## config.mk

```make
export PLATFORM = sky130hd
export DESIGN_NAME = lru_cache_lookup_fill_flat
export DESIGN_NICKNAME = d
export VERILOG_FILES = /design/src/hdl/lrucl_pkg.sv /design/src/hdl/lrucl_if.sv /design/src/hdl/lru_cache_lookup_fill.sv /design/src/hdl/lrucl_cfg_regs.sv /design/src/hdl/lrucl_tag_array.sv /design/src/hdl/lrucl_value_ram.sv /design/src/flat_wrapper.sv
export SDC_FILE = /design/constraint.sdc
export NUM_CORES = 2
export LEC_CHECK = 0
export ABC_AREA = 1
export CORE_ASPECT_RATIO = 1.75
export CORE_MARGIN = 4
export CORE_UTILIZATION = 32
export CTS_CLUSTER_DIAMETER = 50
export DETAILED_ROUTE_END_ITERATION = 8
export DONT_BUFFER_PORTS = 1
export GPL_TIMING_DRIVEN = 0
export MAX_ROUTING_LAYER = met4
export SYNTH_ARGS = -nofsm -noshare
export SYNTH_HDL_FRONTEND = slang
export SYNTH_HIERARCHICAL = 1
export SYNTH_SLANG_ARGS = --single-unit
export TNS_END_PERCENT = 30
```

## constraint.sdc

```tcl
create_clock -name clk -period 8.7 [get_ports clk]
set_input_delay 0.435 -clock clk [delete_from_list [all_inputs] [get_ports clk]]
set_output_delay 0.435 -clock clk [all_outputs]
set_load 0.01 [all_outputs]
```

## src/hdl/lrucl_pkg.sv

```systemverilog
// lrucl_pkg: shared constants and types for the lru cache lookup/fill block
// no dependencies; imported by every other file of the block
package lrucl_pkg;

  localparam int ENTRIES_DEF    = 16;
  localparam int VALUE_BITS_DEF = 64;

  localparam int KEY_W      = 32;
  localparam int SLOT_W     = 4;
  localparam int HITS_W     = 32;
  localparam int CAP_REG_W  = 5;
  localparam int CFG_ADDR_W = 2;
  localparam int CFG_DATA_W = 32;

  localparam logic [CFG_ADDR_W-1:0] ADDR_CAPACITY = 2'd0;

  // outcome of one lookup, passed from the tag array to the top level
  typedef struct packed {
    logic hit;
    logic fill;
    logic evict;
  } lookup_t;

endpackage

```

## src/hdl/lrucl_if.sv

```systemverilog
// lrucl_req_if / lrucl_rsp_if: valid/ready channels of the lru cache block
// depends on lrucl_pkg for field widths
interface lrucl_req_if
  import lrucl_pkg::*;
#(
  parameter int VALUE_BITS = VALUE_BITS_DEF
);
  logic                  valid;
  logic                  ready;
  logic [KEY_W-1:0]      key;
  logic [VALUE_BITS-1:0] fill_value;

  modport source (output valid, key, fill_value, input ready);
  modport sink   (input valid, key, fill_value, output ready);
endinterface

interface lrucl_rsp_if
  import lrucl_pkg::*;
#(
  parameter int VALUE_BITS = VALUE_BITS_DEF
);
  logic                  valid;
  logic                  ready;
  logic                  hit;
  logic [VALUE_BITS-1:0] value;
  logic [SLOT_W-1:0]     slot;
  logic [HITS_W-1:0]     hits_so_far;

  modport source (output valid, hit, value, slot, hits_so_far, input ready);
  modport sink   (input valid, hit, value, slot, hits_so_far, output ready);
endinterface

```

## src/hdl/lru_cache_lookup_fill.sv

```systemverilog
// lru_cache_lookup_fill: fully associative cache with lru replacement, top level
// depends on lrucl_pkg, lrucl_if, lrucl_cfg_regs, lrucl_tag_array, lrucl_value_ram
//
//   port      dir   handshake                    carries
//   in_item   sink  valid/ready                  key, fill_value
//   out_item  src   valid/ready                  hit, value, slot, hits_so_far
//   cfg_*     slave apb, pready tied high        capacity at byte address 0
//
// one item per cycle sustained while out_item.ready is high: input register, then
// lookup and update into the result register, where a result waits until it is taken;
// the path between the registers is the parallel key compare plus the age update;
// tag and age state change at the same edge, so the next item sees them at once
// reset (rst_n, synchronous) empties the cache, clears the hit count, capacity = entries
// a stalled result holds both registers; in_item.ready drops only when both are full
module lru_cache_lookup_fill
  import lrucl_pkg::*;
#(
  parameter int ENTRIES    = ENTRIES_DEF,
  parameter int VALUE_BITS = VALUE_BITS_DEF
) (
  input  logic                  clk,
  input  logic                  rst_n,
  lrucl_req_if.sink             in_item,
  lrucl_rsp_if.source           out_item,
  input  logic                  cfg_psel,
  input  logic                  cfg_penable,
  input  logic                  cfg_pwrite,
  input  logic [CFG_ADDR_W-1:0] cfg_paddr,
  input  logic [CFG_DATA_W-1:0] cfg_pwdata,
  output logic [CFG_DATA_W-1:0] cfg_prdata,
  output logic                  cfg_pready
);

  localparam int IDX_W = (ENTRIES > 1) ? $clog2(ENTRIES) : 1;
  localparam int CNT_W = $clog2(ENTRIES + 1);
  localparam int XW    = (IDX_W > SLOT_W) ? IDX_W : SLOT_W;

  // input register
  logic                  in_v_r;
  logic [KEY_W-1:0]      key_r;
  logic [VALUE_BITS-1:0] fill_r;

  // result register
  logic                  out_v_r;
  logic                  hit_o_r;
  logic [VALUE_BITS-1:0] fill_o_r;
  logic [SLOT_W-1:0]     slot_o_r;
  logic [HITS_W-1:0]     hits_o_r;

  // saturating hit counter
  logic [HITS_W-1:0] hit_total_r;
  logic [HITS_W-1:0] hit_total_nxt;

  logic [CNT_W-1:0]      eff_cap;
  lookup_t               lk;
  logic [IDX_W-1:0]      slot;
  logic [VALUE_BITS-1:0] ram_rdata;
  logic                  advance;
  logic                  take_in;

  // the lookup moves on whenever the result register is free or being drained
  assign advance         = in_v_r && (!out_v_r || out_item.ready);
  assign in_item.ready   = !in_v_r || advance;
  assign take_in         = in_item.valid && in_item.ready;

  lrucl_cfg_regs #(
    .ENTRIES (ENTRIES)
  ) u_cfg (
    .clk     (clk),
    .rst_n   (rst_n),
    .psel    (cfg_psel),
    .penable (cfg_penable),
    .pwrite  (cfg_pwrite),
    .paddr   (cfg_paddr),
    .pwdata  (cfg_pwdata),
    .prdata  (cfg_prdata),
    .pready  (cfg_pready),
    .eff_cap (eff_cap)
  );

  lrucl_tag_array #(
    .ENTRIES (ENTRIES)
  ) u_tags (
    .clk     (clk),
    .rst_n   (rst_n),
    .key     (key_r),
    .eff_cap (eff_cap),
    .upd_en  (advance),
    .lk      (lk),
    .slot    (slot)
  );

  // a miss writes the fill value; a hit reads the stored one into its
  // output register, which sits alongside the result register
  lrucl_value_ram #(
    .ENTRIES    (ENTRIES),
    .VALUE_BITS (VALUE_BITS)
  ) u_values (
    .clk   (clk),
    .we    (advance && !lk.hit),
    .waddr (slot),
    .wdata (fill_r),
    .re    (advance),
    .raddr (slot),
    .rdata (ram_rdata)
  );

  always_comb begin
    hit_total_nxt = hit_total_r;
    if (lk.hit && (hit_total_r != '1)) begin
      hit_total_nxt = hit_total_r + HITS_W'(1);
    end
  end

  // control state
  always_ff @(posedge clk) begin
    if (!rst_n) begin
      in_v_r      <= 1'b0;
      out_v_r     <= 1'b0;
      hit_total_r <= '0;
    end else begin
      if (in_item.ready) begin
        in_v_r <= in_item.valid;
      end
      if (advance) begin
        out_v_r     <= 1'b1;
        hit_total_r <= hit_total_nxt;
      end else if (out_item.ready) begin
        out_v_r <= 1'b0;
      end
    end
  end

  // payload registers
  always_ff @(posedge clk) begin
    if (take_in) begin
      key_r  <= in_item.key;
      fill_r <= in_item.fill_value;
    end
    if (advance) begin
      hit_o_r  <= lk.hit;
      fill_o_r <= fill_r;
      slot_o_r <= SLOT_W'(XW'(slot));
      hits_o_r <= hit_total_nxt;
    end
  end

  assign out_item.valid       = out_v_r;
  assign out_item.hit         = hit_o_r;
  assign out_item.value       = hit_o_r ? ram_rdata : fill_o_r;
  assign out_item.slot        = slot_o_r;
  assign out_item.hits_so_far = hits_o_r;

endmodule

```

## src/hdl/lrucl_cfg_regs.sv

```systemverilog
// lrucl_cfg_regs: apb capacity register and effective capacity clamp
// depends on lrucl_pkg
module lrucl_cfg_regs
  import lrucl_pkg::*;
#(
  parameter int ENTRIES = ENTRIES_DEF,
  localparam int CNT_W  = $clog2(ENTRIES + 1),
  localparam int CAP_W  = (CNT_W > CAP_REG_W) ? CNT_W : CAP_REG_W
) (
  input  logic                  clk,
  input  logic                  rst_n,
  input  logic                  psel,
  input  logic                  penable,
  input  logic                  pwrite,
  input  logic [CFG_ADDR_W-1:0] paddr,
  input  logic [CFG_DATA_W-1:0] pwdata,
  output logic [CFG_DATA_W-1:0] prdata,
  output logic                  pready,
  output logic [CNT_W-1:0]      eff_cap
);

  logic [CAP_W-1:0] cap_r;
  logic [CAP_W-1:0] cap_nxt;

  always_comb begin
    cap_nxt = cap_r;
    if (psel && penable && pwrite && (paddr == ADDR_CAPACITY)) begin
      cap_nxt = CAP_W'(pwdata[CAP_REG_W-1:0]);
    end
  end

  always_ff @(posedge clk) begin
    if (!rst_n) begin
      cap_r <= CAP_W'(ENTRIES);
    end else begin
      cap_r <= cap_nxt;
    end
  end

  // zero acts as one, anything above the built size acts as the built size
  always_comb begin
    if (cap_r == '0) begin
      eff_cap = CNT_W'(1);
    end else if (cap_r > CAP_W'(ENTRIES)) begin
      eff_cap = CNT_W'(ENTRIES);
    end else begin
      eff_cap = CNT_W'(cap_r);
    end
  end

  assign pready = 1'b1;
  assign prdata = (paddr == ADDR_CAPACITY) ? CFG_DATA_W'(cap_r) : '0;

endmodule

```

## src/hdl/lrucl_tag_array.sv

```systemverilog
// lrucl_tag_array: key store, recency ages and fill count with parallel lookup
// depends on lrucl_pkg
module lrucl_tag_array
  import lrucl_pkg::*;
#(
  parameter int ENTRIES = ENTRIES_DEF,
  localparam int IDX_W  = (ENTRIES > 1) ? $clog2(ENTRIES) : 1,
  localparam int CNT_W  = $clog2(ENTRIES + 1)
) (
  input  logic             clk,
  input  logic             rst_n,
  input  logic [KEY_W-1:0] key,
  input  logic [CNT_W-1:0] eff_cap,
  input  logic             upd_en,
  output lookup_t          lk,
  output logic [IDX_W-1:0] slot
);

  logic [KEY_W-1:0] key_r [ENTRIES];
  logic [IDX_W-1:0] age_r [ENTRIES];
  logic [IDX_W-1:0] age_nxt [ENTRIES];
  logic [CNT_W-1:0] cnt_r;
  logic [CNT_W-1:0] cnt_nxt;

  logic [ENTRIES-1:0] filled;
  logic [ENTRIES-1:0] match;
  logic [ENTRIES-1:0] oldest;
  logic [IDX_W-1:0]   hit_idx;
  logic [IDX_W-1:0]   old_idx;
  logic [IDX_W-1:0]   hit_age;
  logic               room;

  // keys stored are distinct and ages are a permutation, so at most one
  // match and exactly one oldest entry: or-combining the indexes is enough
  always_comb begin
    hit_idx = '0;
    old_idx = '0;
    hit_age = '0;
    for (int i = 0; i < ENTRIES; i++) begin
      filled[i] = CNT_W'(i) < cnt_r;
      match[i]  = filled[i] && (key_r[i] == key);
      oldest[i] = filled[i] && ((CNT_W'(age_r[i]) + CNT_W'(1)) == cnt_r);
      if (match[i]) begin
        hit_idx = hit_idx | IDX_W'(i);
        hit_age = hit_age | age_r[i];
      end
      if (oldest[i]) begin
        old_idx = old_idx | IDX_W'(i);
      end
    end
  end

  assign room     = cnt_r < eff_cap;
  assign lk.hit   = |match;
  assign lk.fill  = !lk.hit && room;
  assign lk.evict = !lk.hit && !room;

  always_comb begin
    if (lk.hit) begin
      slot = hit_idx;
    end else if (room) begin
      slot = cnt_r[IDX_W-1:0];
    end else begin
      slot = old_idx;
    end
  end

  // touched entry goes to age zero; younger ones (all on a miss) age by one
  always_comb begin
    for (int i = 0; i < ENTRIES; i++) begin
      age_nxt[i] = age_r[i];
      if (IDX_W'(i) == slot) begin
        age_nxt[i] = '0;
      end else if (filled[i] && (!lk.hit || (age_r[i] < hit_age))) begin
        age_nxt[i] = age_r[i] + IDX_W'(1);
      end
    end
    cnt_nxt = lk.fill ? cnt_r + CNT_W'(1) : cnt_r;
  end

  always_ff @(posedge clk) begin
    if (!rst_n) begin
      cnt_r <= '0;
      for (int i = 0; i < ENTRIES; i++) begin
        age_r[i] <= '0;
      end
    end else if (upd_en) begin
      cnt_r <= cnt_nxt;
      for (int i = 0; i < ENTRIES; i++) begin
        age_r[i] <= age_nxt[i];
      end
    end
  end

  always_ff @(posedge clk) begin
    if (upd_en && !lk.hit) begin
      key_r[slot] <= key;
    end
  end

endmodule

```

## src/hdl/lrucl_value_ram.sv

```systemverilog
// lrucl_value_ram: per-slot value store with registered read
// depends on lrucl_pkg
module lrucl_value_ram
  import lrucl_pkg::*;
#(
  parameter int ENTRIES    = ENTRIES_DEF,
  parameter int VALUE_BITS = VALUE_BITS_DEF,
  localparam int IDX_W     = (ENTRIES > 1) ? $clog2(ENTRIES) : 1
) (
  input  logic                  clk,
  input  logic                  we,
  input  logic [IDX_W-1:0]      waddr,
  input  logic [VALUE_BITS-1:0] wdata,
  input  logic                  re,
  input  logic [IDX_W-1:0]      raddr,
  output logic [VALUE_BITS-1:0] rdata
);

  logic [VALUE_BITS-1:0] mem [ENTRIES];
  logic [VALUE_BITS-1:0] rdata_r;

  always_ff @(posedge clk) begin
    if (we) begin
      mem[waddr] <= wdata;
    end
  end

  always_ff @(posedge clk) begin
    if (re) begin
      rdata_r <= mem[raddr];
    end
  end

  assign rdata = rdata_r;

endmodule

```

## src/flat_wrapper.sv

```systemverilog
// flat-port wrapper written by rule: the top's interface ports become plain ports
module lru_cache_lookup_fill_flat import lrucl_pkg::*;
#(
  parameter int ENTRIES    = ENTRIES_DEF,
  parameter int VALUE_BITS = VALUE_BITS_DEF
)
  (clk, rst_n, cfg_psel, cfg_penable, cfg_pwrite, cfg_paddr, cfg_pwdata, cfg_prdata, cfg_pready, in_item_valid, in_item_key, in_item_fill_value, in_item_ready, out_item_valid, out_item_hit, out_item_value, out_item_slot, out_item_hits_so_far, out_item_ready);
  lrucl_req_if #(.VALUE_BITS(VALUE_BITS)) in_item_i ();
  lrucl_rsp_if #(.VALUE_BITS(VALUE_BITS)) out_item_i ();
  input  logic clk;
  input  logic rst_n;
  input  logic cfg_psel;
  input  logic cfg_penable;
  input  logic cfg_pwrite;
  input  logic [CFG_ADDR_W-1:0] cfg_paddr;
  input  logic [CFG_DATA_W-1:0] cfg_pwdata;
  output logic [CFG_DATA_W-1:0] cfg_prdata;
  output logic cfg_pready;
  input wire logic [$bits(in_item_i.valid)-1:0] in_item_valid;
  input wire logic [$bits(in_item_i.key)-1:0] in_item_key;
  input wire logic [$bits(in_item_i.fill_value)-1:0] in_item_fill_value;
  output wire logic [$bits(in_item_i.ready)-1:0] in_item_ready;
  output wire logic [$bits(out_item_i.valid)-1:0] out_item_valid;
  output wire logic [$bits(out_item_i.hit)-1:0] out_item_hit;
  output wire logic [$bits(out_item_i.value)-1:0] out_item_value;
  output wire logic [$bits(out_item_i.slot)-1:0] out_item_slot;
  output wire logic [$bits(out_item_i.hits_so_far)-1:0] out_item_hits_so_far;
  input wire logic [$bits(out_item_i.ready)-1:0] out_item_ready;
  assign in_item_i.valid = in_item_valid;
  assign in_item_i.key = in_item_key;
  assign in_item_i.fill_value = in_item_fill_value;
  assign in_item_ready = in_item_i.ready;
  assign out_item_valid = out_item_i.valid;
  assign out_item_hit = out_item_i.hit;
  assign out_item_value = out_item_i.value;
  assign out_item_slot = out_item_i.slot;
  assign out_item_hits_so_far = out_item_i.hits_so_far;
  assign out_item_i.ready = out_item_ready;
  lru_cache_lookup_fill #(.ENTRIES(ENTRIES), .VALUE_BITS(VALUE_BITS)) u_core (.clk(clk), .rst_n(rst_n), .in_item(in_item_i), .out_item(out_item_i), .cfg_psel(cfg_psel), .cfg_penable(cfg_penable), .cfg_pwrite(cfg_pwrite), .cfg_paddr(cfg_paddr), .cfg_pwdata(cfg_pwdata), .cfg_prdata(cfg_prdata), .cfg_pready(cfg_pready));
endmodule
```

[Yosys cells after proc, flatten, opt, wreduce, memory -nomap -nowiden]
Memory sizes are Yosys's and may differ from the RTL's. A register that Yosys moved wholly into a read port is not among the register bits.
Index checks and enable logic that the tools add are counted.
Widths: inputs -> output; s select.
Cells by class
  reduce and logical (&&, ||, !) cells: 82
  order comparisons: 34
  muxes and demuxes: 109
  $add $sub $neg: 33
  equality and inequality tests: 47
  bitwise gates (word level): 31
Operator list (number)
  $eq 32x32->1: 16
  $mux 4: 82
  $add 4x1->5 const B: 15
  $eq 5x5->1: 15
  $add 4x1->4 const B: 16
  $lt 4x4->1: 16
  $mux 64: 1
  $or 4x4->4: 15
  $logic_and 1x1->1: 55
  $lt 4x5->1 const A: 8
  $add 32x1->32 const B: 1
  $eq 4x4->1 const A: 8
  $mux 32: 1
  $ne 32x32->1 const B: 1
  $mux 3: 8
  $lt 3x5->1 const A: 4
  $logic_or 1x1->1: 18
  $eq 3x4->1 const A: 4
  $or 1x1->1: 16
  $reduce_or 16->1: 1
  $mux 5: 3
  $lt 1x5->1 const A: 2
  $lt 2x5->1 const A: 2
  $mux 1: 10
  other kinds (12): 18
Word-level totals
  register bits: 241
  input bits: 137
  memories kept: 3
  memory bits (writable): 1600
Memories
  u_core.u_values.mem: words 16, width 64, rd ports 1, clocked after memory_dff 1, write ports 1, line lrucl_value_ram.sv:19  | logic [VALUE_BITS-1:0] mem [ENTRIES];
  u_core.u_tags.key_r: words 16, width 32, rd ports 16, clocked after memory_dff 0, write ports 1, line lrucl_tag_array.sv:19  | logic [KEY_W-1:0] key_r [ENTRIES];
  u_core.u_tags.age_r: words 16, width 4, rd ports 16, clocked after memory_dff 0, write ports 16, line lrucl_tag_array.sv:20  | logic [IDX_W-1:0] age_r [ENTRIES];

[Longest topological paths before layout]
An unclocked memory read counts as a cell.
  depth in word-level cells: 40
  mapped depth: 29
  gate-level depth less buffers: 24

[Modules after synthesis]
The synthesis kept the hierarchy.
Modules (own cells, without submodules)
  lrucl_value_ram: instances 1, cells each 4210, area each 45926.5 um^2
  lrucl_tag_array: instances 1, cells each 3960, area each 34102.7 um^2
  lru_cache_lookup_fill: instances 1, cells each 743, area each 9362.7 um^2
  lrucl_cfg_regs: instances 1, cells each 84, area each 538.0 um^2

[Least setup slack after synthesis]
OpenSTA, ideal clock, no wires.
  path kind: input -> register
  start: input out_item_ready
  end: memory u_core.u_tags.key_r[4][0] (enable)
  data arrival time: 8.742 ns
  required time: 8.239 ns
  stages: 11
  slack: -0.504 ns
  path through: inv_1 > nand2_1 > nand2_1 > inv_1 > clkbuf_1 > clkbuf_1 > inv_1 > nor2_1 > inv_1 > buf_2 > nor3_1
On the way
  word-level cells in the longest chain between the ends: 5
Ends and longest elaborated chain
  from (decl): line flat_wrapper.sv:28  | input wire logic [$bits(out_item_i.ready)-1:0] out_item_ready;
  $logic_or 1x1->1: line lru_cache_lookup_fill.sv:62  | assign advance = in_v_r && (!out_v_r || out_item.ready);
  $logic_and 1x1->1: line lru_cache_lookup_fill.sv:62
  via u_core.advance: line lru_cache_lookup_fill.sv:58  | logic advance;
  $logic_and 1x1->1: line lrucl_tag_array.sv:96  | if (upd_en && !lk.hit) begin
  $mux 1: line lrucl_tag_array.sv:96
  $mux 1 (not written as such): line lrucl_tag_array.sv:97  | key_r[slot] <= key;
  to (decl): line lrucl_tag_array.sv:19
The timed path passes the listed nets, and every way through them passes these cells.

==> flow_metrics.py <==
metrics = {
    "clocking": {
        "root_buffer": "clkbuf_16",
        "cts_buffers": 209,
        "cts_sinks": 1905,
        "cts_tree": "done",
        "htreeDepth": 4,
        "clk_latency_ps": 890,
        "cts_setup_buffers": 0,
        "clock_path_buffers": 4,
        "clk_pin_slew_worst_paths_ps": 60,
    },
    "drt": {
        "vias": 65800,
        "dr.pass1.iters": 8,
        "wl_per_cell_um": 25.6,
        "drtAntennaViolNets": 0,
        "drtIter0Drc": 5889,
        "viasPerCell": 4.97,
        "post-route-drc-count": 0,
        "drt_wl_total_um": 339000,
    },
    "sta": {
        "max_slew_margin": -0.0410,
        "worst_slew_pin_slew_ps": 1560,
        "rsz0062_at_grt": "false",
        "final.period_utilization": 0.900,
        "finalWorstSetupSlack_ps": 868,
        "tns_ps": 0,
        "finalClockSkew_ps": 83.6,
        "setup_viol_count_final": 0,
        "final-max-slew-violation-count": 18,
        "period_needed_ps": 7830,
        "fmax_ghz": 0.128,
        "hold_viol": 0,
    },
    "floorplanning": {
        "ios": 273,
        "dieArea_um2": 290000,
        "core-area_um2": 280000,
        "rows": 257,
        "die_y_um": 709,
        "initial_core_util": 0.321,
        "die_w_um": 409,
    },
    "place": {
        "dpl_cell_area_um2": 96400,
        "dp_slack_ps": 818,
        "hpwl_um": 244000,
        "routabilityCongestion": 1.03,
        "port_buffers": 0,
    },
    "final_layout": {
        "finish.net_count": 9638,
        "drive_gt1_frac": 0.0961,
        "stdcell_area_um2": 104000,
        "syn_to_final_growth_pct": 16.0,
    },
    "outcome": {
        "violations": "capacitance limit, slew limit",
        "status": "complete, but fails checks",
    },
    "grt": {
        "grt_pass1_vias": 64200,
        "grt-ovfl-total": 0,
        "grt_max_degree": 86,
        "grt_usage": 0.233,
        "antenna_found_initial": 24,
        "grt_first_pass_wirelength_um": 468000,
    },
    "power_and_ir_drop": {
        "p_leak_nw": 42.8,
        "vdd_drop_max_v": 0.000212,
        "power.density_nw_per_um2": 206,
    },
    "run": {
        "cap_violations": 1,
    },
    "setup_path": {
        "crit_arrival_ps": 8400,
        "start_kind": "register",
        "critPathCaptureType": "register",
        "crit_type": "register to register",
        "crit_path_max_fanout": 18,
        "required_ps": 9270,
    },
    "logic_synthesis": {
        "netlist_instances": 8995,
        "syn-cell-area_um2": 89900,
        "syn_area_per_cell_um2": 10.0,
        "ys_warn_count": 6,
    },
    "worst_hold_path": {
        "hold_path.class": "primary input to register",
    },
}
==> metrics by stage <==
stage          utilization  total power, mW  hold WS, ps  cells
2_1_floorplan            -             11.8          455   9021
5_1_grt              0.373             22.2         84.8  13200
6_report             0.373             21.5          151  13200
3_5_place_dp         0.345             12.7          492  12700
3_3_place_gp         0.338             12.7          471  12600
4_1_cts              0.373             21.6         58.6  13200
==> final timing paths <==
path	from	to	slack (ps)	cells past startpoint
min reg2reg	u_core/out_item.valid$_SDFFE_PN0P_	u_core/out_item.valid$_SDFFE_PN0P_	570	2
max	u_core/key_r[18]$_DFFE_PP_	u_core/u_values/mem[10][3]$_DFFE_PP_	870	23
max reg2reg	u_core/key_r[18]$_DFFE_PP_	u_core/u_values/mem[10][3]$_DFFE_PP_	870	23
min	rst_n	u_core/u_tags/cnt_r[4]$_SDFFE_PN0P_	150	2
==> per-layer routing <==
| metal | track usage | vias up | wire length, um |
|---|---|---|---|
| met5 | - | - | 0 |
| met4 | 0.157 | 0 | 28300 |
| met3 | 0.0336 | 976 | 20500 |
| met2 | 0.424 | 2889 | 177000 |
| met1 | 0.230 | 32000 | 113000 |
| li1 | - | 29900 | - |
==> final cells by class <==
| cell class | count | area, um2 |
|---|---|---|
| antenna | 15 | 37.5 |
| buffer | 351 | 2510 |
| clock buffer | 242 | 5430 |
| clock inverter | 131 | 1300 |
| fill | 27400 | 175000 |
| inverter | 1387 | 5220 |
| multi-input combinational | 5378 | 25800 |
| sequential | 1905 | 56800 |
| tap | 3626 | 4540 |
| timing repair buffer | 199 | 2740 |
==> power breakdown <==
part	internal [mW]	total, mW	switching [mW]	leakage, nW
registers	10.3	10.5	0.265	17.3
logic	0.606	2.06	1.45	22.1
clock network	5.08	8.89	3.81	3.30
total	16.0	21.5	5.52	42.8
==> sequential cells by signal, summed over array words and instances, names as in the netlist, 32 cells and up <==
register / cells
u_core/fill_o_r: 64
u_core/fill_r: 64
u_core/hit_total_r: 32
u_core/key_r: 32
u_core/out_item.hits_so_far: 32
u_core/u_tags/age_r: 64
u_core/u_tags/key_r: 512
u_core/u_values/mem: 1024
u_core/u_values/rdata: 64
==> critical path: stages (launching register included) <==
cell      delay, ps
edfxtp_1        880
buf_6           310
inv_1           390
nand2_1         200
nand2_1         260
nand2_1         140
nor2_1           60
nand2_1         310
nor2_1           70
nand4_1         690
nand2_1         150
nor2_2          150
nand2_2          80
inv_2            70
nand2_2          60
buf_6           150
clkbuf_1        420
buf_2           370
nor2_1          690
nand3b_1        520
nor2_4          780
buf_12          270
buf_12          200
buf_16          190
==> repair_timing <==
item	CTS	global route
gates resized for setup	0	0
endpoints found under the hold margin	125	0
hold buffers	112	0
endpoints found under the setup margin	0	0
==> cells in the final DEF, fill, tap and decap left out, types with 33 or more instances in the layout <==
| cell type | n |
|---|---|
| buf_6 | 119 |
| inv_1 | 1338 |
| nor2_1 | 582 |
| clkbuf_16 | 212 |
| a21oi_1 | 83 |
| dfxtp_1 | 44 |
| nand2_1 | 2823 |
| clkinv_1 | 44 |
| buf_2 | 137 |
| nand4_1 | 99 |
| ha_1 | 70 |
| o21ai_0 | 64 |
| nor2_4 | 36 |
| buf_12 | 44 |
| xnor2_1 | 250 |
| inv_2 | 43 |
| xor2_1 | 132 |
| edfxtp_1 | 1861 |
| nand3_1 | 951 |
| buf_4 | 69 |
| nor3_1 | 33 |
| clkbuf_1 | 62 |
| dlygate4sd3_1 | 112 |
| mux2_2 | 64 |
Power figures use the tool's default switching activity.
